$ cat config.mk
export PLATFORM = sky130hd
export DESIGN_NAME = sorted_list_table_unit
export DESIGN_NICKNAME = d
export VERILOG_FILES = /design/src/rtl/slt_pkg.sv /design/src/rtl/sorted_list_table_unit.sv /design/src/rtl/slt_cell.sv
export SDC_FILE = /design/constraint.sdc
export NUM_CORES = 1
export LEC_CHECK = 0
export BUFFER_PORTS_ARGS = -buffer_cell sky130_fd_sc_hd__buf_4
export CELL_PAD_IN_SITES_DETAIL_PLACEMENT = 0
export CELL_PAD_IN_SITES_GLOBAL_PLACEMENT = 1
export CORE_MARGIN = 2
export CORE_UTILIZATION = 35
export CTS_CLUSTER_SIZE = 12
export DETAILED_ROUTE_END_ITERATION = 6
export PLACE_DENSITY_LB_ADDON = 0.05
export RECOVER_POWER = 100
export SLEW_MARGIN = 15
export SYNTH_ARGS = -nofsm -noshare
export SYNTH_HDL_FRONTEND = slang
export SYNTH_HIERARCHICAL = 1
export SYNTH_SLANG_ARGS = --single-unit
$ cat constraint.sdc
create_clock -name clk -period 9.2 [get_ports clk]
set_input_delay 1.84 -clock clk [delete_from_list [all_inputs] [get_ports clk]]
set_output_delay 1.84 -clock clk [all_outputs]
set_load 0.05 [all_outputs]
$ cat src/rtl/slt_pkg.sv
`default_nettype none

package slt_pkg;

  // Field widths fixed by the command and result formats
  localparam int VALUE_W          = 32;
  localparam int POS_W            = 4;
  localparam int ACT_W            = 2;
  localparam int ST_W             = 3;
  localparam int IN_TDATA_W       = ((VALUE_W + POS_W + 7) / 8) * 8;
  localparam int DEFAULT_CAPACITY = 8;

  // Command codes
  localparam logic [ACT_W-1:0] ACT_INSERT   = 2'd0;
  localparam logic [ACT_W-1:0] ACT_REMOVE   = 2'd1;
  localparam logic [ACT_W-1:0] ACT_SEARCH   = 2'd2;
  localparam logic [ACT_W-1:0] ACT_RETRIEVE = 2'd3;

  // Status codes
  localparam logic [ST_W-1:0] ST_OK       = 3'd0;
  localparam logic [ST_W-1:0] ST_FULL     = 3'd1;
  localparam logic [ST_W-1:0] ST_BADPOS   = 3'd2;
  localparam logic [ST_W-1:0] ST_EMPTY    = 3'd3;
  localparam logic [ST_W-1:0] ST_NOTFOUND = 3'd4;

  // Broadcast from the control to every cell of the row
  typedef struct packed {
    logic                      do_ins;
    logic                      do_rem;
    logic signed [VALUE_W-1:0] value;
    logic [POS_W-1:0]          pos;
  } cell_cmd_t;

endpackage

`default_nettype wire

$ cat src/rtl/sorted_list_table_unit.sv
`default_nettype none

// Sorted list table: keeps up to CAPACITY signed 32-bit values in ascending
// order in a row of cells, one entry per cell. Each input item is a command
// (in_tuser): insert a value after any equal entries, remove the entry at a
// position, search for the lowest index holding a value, or retrieve the
// entry at a position. Every command yields exactly one result item with a
// status (out_tuser) and the entry count after the command. All cells compare
// against the broadcast value and shift toward their neighbor in the same
// cycle, so the result appears on the output register the cycle after
// acceptance, and a new command is accepted every cycle while the output side
// keeps taking results. After reset the list is empty and commands are
// accepted at once.
module sorted_list_table_unit import slt_pkg::*; #(
  parameter int  CAPACITY    = DEFAULT_CAPACITY,
  localparam int IDX_W       = $clog2(CAPACITY),
  localparam int CNT_W       = $clog2(CAPACITY + 1),
  localparam int OUT_TDATA_W = ((IDX_W + VALUE_W + CNT_W + 7) / 8) * 8
) (
  input  wire                    clk,
  input  wire                    rst_n,
  input  wire                    in_tvalid,
  output logic                   in_tready,
  // value [31:0], position [35:32], zero fill above
  input  wire [IN_TDATA_W-1:0]   in_tdata,
  // action
  input  wire [ACT_W-1:0]        in_tuser,
  output logic                   out_tvalid,
  input  wire                    out_tready,
  // found_index, read_value, entry_total from bit 0 up, zero fill above
  output logic [OUT_TDATA_W-1:0] out_tdata,
  // status
  output logic [ST_W-1:0]        out_tuser
);

  localparam int CMP_W = (CNT_W > POS_W) ? CNT_W + 1 : POS_W + 1;

  logic                      accept;
  logic [ACT_W-1:0]          action;
  logic signed [VALUE_W-1:0] value;
  logic [POS_W-1:0]          pos;
  logic [CNT_W-1:0]          count_r;
  logic [CNT_W-1:0]          count_nxt;
  logic                      full;
  logic                      empty;
  logic                      pos_ok;
  cell_cmd_t                 cmd;

  logic signed [VALUE_W-1:0] ent [CAPACITY];
  logic                      gt  [CAPACITY];
  logic                      eq  [CAPACITY];

  logic                      hit;
  logic [IDX_W-1:0]          hit_idx;
  logic signed [VALUE_W-1:0] pick;

  logic                      out_valid_r;
  logic [ST_W-1:0]           status_r;
  logic [ST_W-1:0]           status_nxt;
  logic [IDX_W-1:0]          found_r;
  logic [IDX_W-1:0]          found_nxt;
  logic signed [VALUE_W-1:0] read_r;
  logic signed [VALUE_W-1:0] read_nxt;
  logic [CNT_W-1:0]          total_r;

  // Unpack the command
  assign action    = in_tuser;
  assign value     = in_tdata[VALUE_W-1:0];
  assign pos       = in_tdata[VALUE_W+POS_W-1:VALUE_W];
  assign in_tready = !out_valid_r || out_tready;
  assign accept    = in_tvalid && in_tready;

  assign full   = count_r == CNT_W'(CAPACITY);
  assign empty  = count_r == '0;
  assign pos_ok = CMP_W'(pos) < CMP_W'(count_r);

  // Broadcast to the row
  always_comb begin
    cmd.do_ins = accept && (action == ACT_INSERT) && !full;
    cmd.do_rem = accept && (action == ACT_REMOVE) && pos_ok;
    cmd.value  = value;
    cmd.pos    = pos;
  end

  // Row of cells, each linked to its neighbors; the end cells tie off the missing side
  for (genvar i = 0; i < CAPACITY; i++) begin : g_cell
    logic signed [VALUE_W-1:0] left_entry;
    logic                      left_gt;
    logic signed [VALUE_W-1:0] right_entry;

    if (i == 0) begin : g_first
      assign left_entry = '0;
      assign left_gt    = 1'b0;
    end else begin : g_mid
      assign left_entry = ent[i-1];
      assign left_gt    = gt[i-1];
    end

    if (i == CAPACITY - 1) begin : g_last
      assign right_entry = ent[i];
    end else begin : g_inner
      assign right_entry = ent[i+1];
    end

    slt_cell #(
      .CAPACITY (CAPACITY),
      .IDX      (i)
    ) u_cell (
      .clk         (clk),
      .cmd         (cmd),
      .count       (count_r),
      .left_entry  (left_entry),
      .left_gt     (left_gt),
      .right_entry (right_entry),
      .entry       (ent[i]),
      .gt          (gt[i]),
      .eq          (eq[i])
    );
  end

  // Pick the lowest matching cell and the entry at the position
  always_comb begin
    hit     = 1'b0;
    hit_idx = '0;
    pick    = '0;
    for (int i = CAPACITY - 1; i >= 0; i--) begin
      if (eq[i]) begin
        hit     = 1'b1;
        hit_idx = IDX_W'(i);
      end
      if (CMP_W'(i) == CMP_W'(pos)) begin
        pick = ent[i];
      end
    end
  end

  // Form the result
  always_comb begin
    status_nxt = ST_OK;
    found_nxt  = '0;
    read_nxt   = '0;
    count_nxt  = count_r;
    unique case (action)
      ACT_INSERT: begin
        if (full) begin
          status_nxt = ST_FULL;
        end else begin
          count_nxt = count_r + CNT_W'(1);
        end
      end
      ACT_REMOVE: begin
        if (!pos_ok) begin
          status_nxt = ST_BADPOS;
        end else begin
          count_nxt = count_r - CNT_W'(1);
        end
      end
      ACT_SEARCH: begin
        if (empty) begin
          status_nxt = ST_EMPTY;
        end else if (!hit) begin
          status_nxt = ST_NOTFOUND;
        end else begin
          found_nxt = hit_idx;
        end
      end
      ACT_RETRIEVE: begin
        if (empty) begin
          status_nxt = ST_EMPTY;
        end else if (!pos_ok) begin
          status_nxt = ST_BADPOS;
        end else begin
          read_nxt = pick;
        end
      end
      default: begin
        status_nxt = ST_OK;
      end
    endcase
  end

  // Advance the count and hold the result until taken
  always_ff @(posedge clk) begin
    if (!rst_n) begin
      count_r     <= '0;
      out_valid_r <= 1'b0;
    end else begin
      if (accept) begin
        count_r <= count_nxt;
      end
      if (accept) begin
        out_valid_r <= 1'b1;
      end else if (out_tready) begin
        out_valid_r <= 1'b0;
      end
    end
  end

  always_ff @(posedge clk) begin
    if (accept) begin
      status_r <= status_nxt;
      found_r  <= found_nxt;
      read_r   <= read_nxt;
      total_r  <= count_nxt;
    end
  end

  assign out_tvalid = out_valid_r;
  assign out_tuser  = status_r;
  assign out_tdata  = OUT_TDATA_W'({total_r, read_r, found_r});

endmodule

`default_nettype wire

$ cat src/rtl/slt_cell.sv
`default_nettype none

module slt_cell import slt_pkg::*; #(
  parameter int  CAPACITY = DEFAULT_CAPACITY,
  parameter int  IDX      = 0,
  localparam int CNT_W    = $clog2(CAPACITY + 1),
  localparam int CMP_W    = (CNT_W > POS_W) ? CNT_W + 1 : POS_W + 1
) (
  input  wire                       clk,
  input  wire cell_cmd_t            cmd,
  input  wire [CNT_W-1:0]           count,
  input  wire signed [VALUE_W-1:0]  left_entry,
  input  wire                       left_gt,
  input  wire signed [VALUE_W-1:0]  right_entry,
  output logic signed [VALUE_W-1:0] entry,
  output logic                      gt,
  output logic                      eq
);

  logic signed [VALUE_W-1:0] entry_r;
  logic signed [VALUE_W-1:0] entry_nxt;
  logic                      occupied;
  logic                      in_reach;
  logic                      at_or_after_pos;

  // Compare the broadcast value against the held entry
  assign occupied        = CNT_W'(IDX) < count;
  assign in_reach        = CNT_W'(IDX) <= count;
  assign at_or_after_pos = CMP_W'(cmd.pos) <= CMP_W'(IDX);
  assign gt              = occupied && (cmd.value < entry_r);
  assign eq              = occupied && (cmd.value == entry_r);
  assign entry           = entry_r;

  // Shift up on insert, shift down on remove, otherwise hold
  always_comb begin
    entry_nxt = entry_r;
    if (cmd.do_ins && in_reach) begin
      if (left_gt) begin
        entry_nxt = left_entry;
      end else if (!occupied || gt) begin
        entry_nxt = cmd.value;
      end
    end else if (cmd.do_rem && at_or_after_pos) begin
      entry_nxt = right_entry;
    end
  end

  always_ff @(posedge clk) begin
    entry_r <= entry_nxt;
  end

endmodule

`default_nettype wire

==> impl_metrics.yaml, run 1 <==
routing:
  first_iter_violations: 1929
  dr_total_vias: 20600
  post_drt_via_cell_ratio: 5.70
  totalWireLength_mm: 98.0
  drtPass1Iterations: 5
  routedWlPerCell_um: 27.2
  drtAntennaViolNets: 0
  drc: 0
finish:
  most-common-layout-cells: "nand2_1 (312), edfxtp_1 (298), inv_1 (270)"
  final_design_area_no_fill_um2: 27400
  stdcell_count: 3603
  num-fill-cells: 7011
  area_added_between_synthesis_and_finish_pct: 11.8
  antenna_cells: 0
  layout.nets: 2947
  most_frequent_standard_cell_in_the_layout_excluding_fill_and_tap_cells: "nand2_1"
  final_layout_size_suffix_gt1_share_pct: 8.79
clock_network:
  tritoncts.num_buffers: 42
  cts.reportedPaths.clkPinSlew_ns: 0.06
  cts_sinks: 303
  ctsLongestPathBuffers: 3
  cts.repair.resized: 0
  clock_insertion_delay_worst_skew_ns: 0.58
  post-cts-setup-buffers: 0
  root_buffer_cell: "clkbuf_16"
  cts_tree: "yes"
  cts-hold-fix-buffers: 0
  cts-htree-levels: 2
placement:
  total_instance_count_after_detailed_placement: 3527
  globalplace.congestion: 0.869
  preCtsSetupSlack_ns: 2.31
  dp_hpwl_mm: 65.5
  detailed_place.area_um2: 26400
  placement.io_buffers: 85
hold_path:
  hold_crit_depth: 2
  hold_class: "reg2reg"
  whs_endpoint: "out_tvalid"
  hold_path_startpoint: "out_tvalid"
worst_setup_path:
  cp.required_ns: 9.48
  worst_path_bufs_invs: 4
  worst_setup_path_start_kind: "input pin"
  critical_path.slowest_cell: "clkbuf_1"
  setup.worst_path.class: "in2reg"
  crit-reg2reg-launch: "out_tvalid"
  r2r_setup_slack_ns: 2.70
  crit_family: "buffers and inverters"
  worst_path_most_repeated_cell: "clkbuf_1"
  regToRegEndpoint: "g_cell[5].u_cell/entry[8]"
  worst_setup_path_end_kind: "register"
  reg2regPathDepth: 10
  crit_path_max_incr_delay_ns: 1.82
  timing.critical_path.fanout_max: 42
  arrival_ns: 7.91
  path_cells: "clkbuf_4 > clkbuf_2 > clkbuf_1 > nor3_4 > clkbuf_1 > a222oi_1 > nor3_1"
die:
  die_area_um2: 72000
  initial_core_util_pct: 35.5
  placeableCoreArea_um2: 68900
  fp-row-count: 96
  die_width_um: 268
  dieHeight_um: 268
  io_pins: 91
timing:
  final.min_clock_period_ns: 7.63
  final-setup-viol-count: 0
  worst_pin_slew_ns: 3.59
  rsz0062_at_grt: "false"
  min_period_over_period_pct: 82.9
  slew-limit-headroom_pct: -139
  fin_tns_setup_ns: 0
  final_critical_path_setup_slack_ns: 1.57
  fmax_mhz: 131
  finalMaxSlewViolations: 410
  fin_worst_skew_ns: 0.0170
  report.final.hold_viol_count: 0
job:
  drv.max_cap_violation_count: 13
power_and_ir_drop:
  leakagePower_nw: 11.2
  vdd_drop_max_mv: 0.102
  power_density_nw_per_um2: 143
  finalPower_mw: 3.91
synth:
  syn-mean-instance-area_um2: 9.51
  syn_area_um2: 24500
  yosys_warnings: 6
  synthCells: 2573
grt:
  first_global_vias: 20200
  grt_antenna_before_repair: 1
  grt_first_pass_wirelength_mm: 142
  grt_remaining_overflow: 0
  grt_max_degree: 71
  grt.total_usage_pct: 27.2
status:
  violations_in_the_final_reports: "capacitance limit, slew limit"
  result_of_the_run: "finished with violations"
## state kept, by name (all words and copies together) (netlist names)
| signal | cells |
|---|---|
| out_tuser | 3 |
| count_r | 4 |
| found_r | 3 |
| total_r | 4 |
| g_cell.u_cell/entry | 256 |
| read_r | 32 |
| out_tvalid | 1 |
## report_power, final
group	internal, mW	switching, mW	leakage, nW
clock network	0.916	0.670	0.623
registers	1.56	0.0353	2.78
logic	0.250	0.478	7.79
total	2.72	1.18	11.2
## worst max-delay path by stage
stage / from / endpoint / cells after the start
2_1_floorplan: out_tready / g_cell[1].u_cell/entry[0] / 9
5_1_grt: in_tdata[23] / g_cell[2].u_cell/entry[4] / 11
3_5_place_dp: out_tready / g_cell[0].u_cell/entry[4] / 10
6_report: in_tdata[32] / read_r[14] / 7
3_3_place_gp: out_tready / g_cell[0].u_cell/entry[4] / 10
4_1_cts: out_tready / g_cell[0].u_cell/entry[5] / 10
## cell type report
type | instances | area [um2] | area share, %
clock inverter | 17 | 101 | 0.370
clock buffer | 59 | 1180 | 4.31
multi-input combinational | 1899 | 14100 | 51.6
tap | 931 | 1160 | 4.26
timing repair buffer | 124 | 736 | 2.69
sequential | 303 | 9050 | 33.1
inverter | 270 | 1010 | 3.70
## per-stage QoR
stage	hold slack (ns)	utilization (%)
floorplan	0.560	-
global placement	0.520	38.2
detailed placement	0.543	38.3
CTS	0.551	40.1
global route	0.590	39.7
finish	0.542	39.7
## worst min-delay path, cell delays in order, from the launching register on
cell and delay, ns:
dfxtp_1 0.31, nand2b_1 0.10, a21boi_0 0.09
## layer usage
layer,wire (um),GRT usage (%),up-vias
met1,45700,39.0,10300
met5,13,0,-
met3,6050,3.74,127
li1,-,-,9542
met4,2580,7.10,2
met2,43700,43.0,631
Power figures use the tool's default switching activity.
==> run 2: changes to the inputs <==
--- a/config.mk
+++ b/config.mk
@@ -5,6 +5,7 @@
 export SDC_FILE = /design/constraint.sdc
 export NUM_CORES = 1
 export LEC_CHECK = 0
+export ABC_AREA = 1
 export BUFFER_PORTS_ARGS = -buffer_cell sky130_fd_sc_hd__buf_4
 export CELL_PAD_IN_SITES_DETAIL_PLACEMENT = 0
 export CELL_PAD_IN_SITES_GLOBAL_PLACEMENT = 1
==> constraint.sdc (replaced) <==
create_clock -name clk -period 7.55 [get_ports clk]
set_input_delay 1.51 -clock clk [delete_from_list [all_inputs] [get_ports clk]]
set_output_delay 1.51 -clock clk [all_outputs]
set_load 0.05 [all_outputs]
==> run 2 against run 1 <==
Net effect: the flow still finishes with violations (capacitance limit, slew limit); critical path depth is 8 higher; die area is 3.3% higher; setup slack better by 0.049 ns; critical path type unchanged.
==> impl_metrics.yaml, run 2 <==
worst_setup_path:
  worst_setup_path_start_kind: "input pin"
  crit-reg2reg-launch: "count_r[0]"
  worst_setup_path_end_kind: "register"
  setup.worst_path.class: "in2reg"
  arrival_ns: 6.15
  worst_setup_path_startpoint: "in_tdata[31]"
  r2r_setup_slack_ns: 1.99
  cp.required_ns: 7.77
  timing.critical_path.fanout_max: 34
synth:
  yosys_warnings: 6
  synthCells: 3558
  syn_area_um2: 25300
  syn-mean-instance-area_um2: 7.11
finish:
  final_layout_size_suffix_gt1_share_pct: 5.54
  layout.nets: 3923
  final_core_util_pct: 39.2
  most_frequent_standard_cell_in_the_layout_excluding_fill_and_tap_cells: "nand2_1"
  stdcell_count: 4596
  num-fill-cells: 7558
  area_added_between_synthesis_and_finish_pct: 10.8
  most-common-layout-cells: "nand2_1 (1025), inv_1 (674), o21ai_0 (519)"
  largest_register_ffs: 256
  antenna_cells: 0
routing:
  met3_length_mm: 5.44
  routedWlPerCell_um: 17.7
  met1_length_mm: 41.9
  dr_total_vias: 22700
  drc: 0
  drtAntennaViolNets: 0
  routed.top_layer: "met4"
  drtPass1Iterations: 5
  first_iter_violations: 1812
  post_drt_via_cell_ratio: 4.94
  totalWireLength_mm: 81.4
  route.met2.wl_mm: 32.6
placement:
  placement.io_buffers: 85
  globalplace.congestion: 0.857
  total_instance_count_after_detailed_placement: 4522
  dp_hpwl_mm: 61.7
clock_network:
  cts_tree: "yes"
  post-cts-setup-buffers: 0
  clock_insertion_delay_worst_skew_ns: 0.58
  root_buffer_cell: "clkbuf_16"
  cts-htree-levels: 2
  tritoncts.num_buffers: 41
  cts.reportedPaths.clkPinSlew_ns: 0.06
  ctsLongestPathBuffers: 3
  cts-hold-fix-buffers: 0
  cts.repair.resized: 0
  cts_sinks: 303
power_and_ir_drop:
  leakagePower_nw: 14.0
  vdd_drop_max_mv: 0.131
  power_density_nw_per_um2: 172
grt:
  grt.total_usage_pct: 21.6
  grt_max_degree: 66
  first_global_vias: 21500
  grt_antenna_before_repair: 0
  grt_first_pass_wirelength_mm: 126
  grt_remaining_overflow: 0
timing:
  final-setup-viol-count: 0
  fin_worst_skew_ns: 0.0221
  finalMaxSlewViolations: 381
  worst_pin_slew_ns: 2.75
  final.min_clock_period_ns: 5.93
  slew-limit-headroom_pct: -83.3
  rsz0062_at_grt: "false"
  report.final.hold_viol_count: 0
  fin_tns_setup_ns: 0
  fmax_mhz: 169
  min_period_over_period_pct: 78.5
  finalHoldWorstSlack_ns: 0.530
die:
  initial_core_util_pct: 35.4
  dieHeight_um: 273
  fp-row-count: 98
  io_pins: 91
  placeableCoreArea_um2: 71500
  die_width_um: 273
  die_area_um2: 74500
hold_path:
  hold_path_startpoint: "out_tvalid"
  hold_class: "reg2reg"
job:
  drv.max_cap_violation_count: 8
status:
  result_of_the_run: "finished with violations"
  violations_in_the_final_reports: "capacitance limit, slew limit"
[run 2: metal layers]
metal	vias to the layer above	global-route usage, %
met5	-	0
met4	0	4.44
met3	72	3.36
met2	682	31.2
met1	10400	33.6
li1	11500	-
[run 2: worst paths after layout]
path / endpoint / depth (start not counted)
worst min-delay path: out_tvalid / 2
worst max-delay path: g_cell[4].u_cell/entry[20] / 15
worst min register to register: out_tvalid / 2
worst max register to register: g_cell[7].u_cell/entry[12] / 11
[run 2: final cells by class]
cell class | count | area (um2) | area share [%]
Clock inverter | 14 | 165 | 0.589
Inverter | 692 | 2600 | 9.27
Tap cell | 950 | 1190 | 4.24
Multi-Input combinational cell | 2464 | 13200 | 47.0
Timing Repair Buffer | 114 | 683 | 2.44
Clock buffer | 59 | 1180 | 4.20
Sequential cell | 303 | 9050 | 32.3
[run 2: through the flow]
stage / worst slack [ns] / power [mW] / instance area, um2
4_1_cts: 2.68 / 4.90 / 28300
2_1_floorplan: 2.18 / 2.56 / 25400
3_3_place_gp: 2.06 / 2.85 / 26900
5_1_grt: 1.27 / 5.06 / 28000
6_report: 1.62 / 4.83 / 28000
3_5_place_dp: 2.08 / 2.87 / 26900
[run 2: critical path: stages]
cell and delay, ns:
buf_4 0.19, ha_1 0.37, nand2_1 0.09, nor2_1 0.20
nand2_2 0.11, nor4_1 0.74, nand2_1 0.23, nand2_1 0.10
nand2_1 0.07, a21oi_1 1.70, nor3b_1 0.14, nand3_1 0.18
nand2_1 0.06, inv_1 0.05, buf_4 0.37
[run 2: where the power goes]
part           internal (mW)  total [mW]  switching [mW]
Sequential              1.92        1.97          0.0516
Clock                   1.21        2.00           0.790
Combinational          0.251       0.859           0.608
Total                   3.38        4.83            1.45
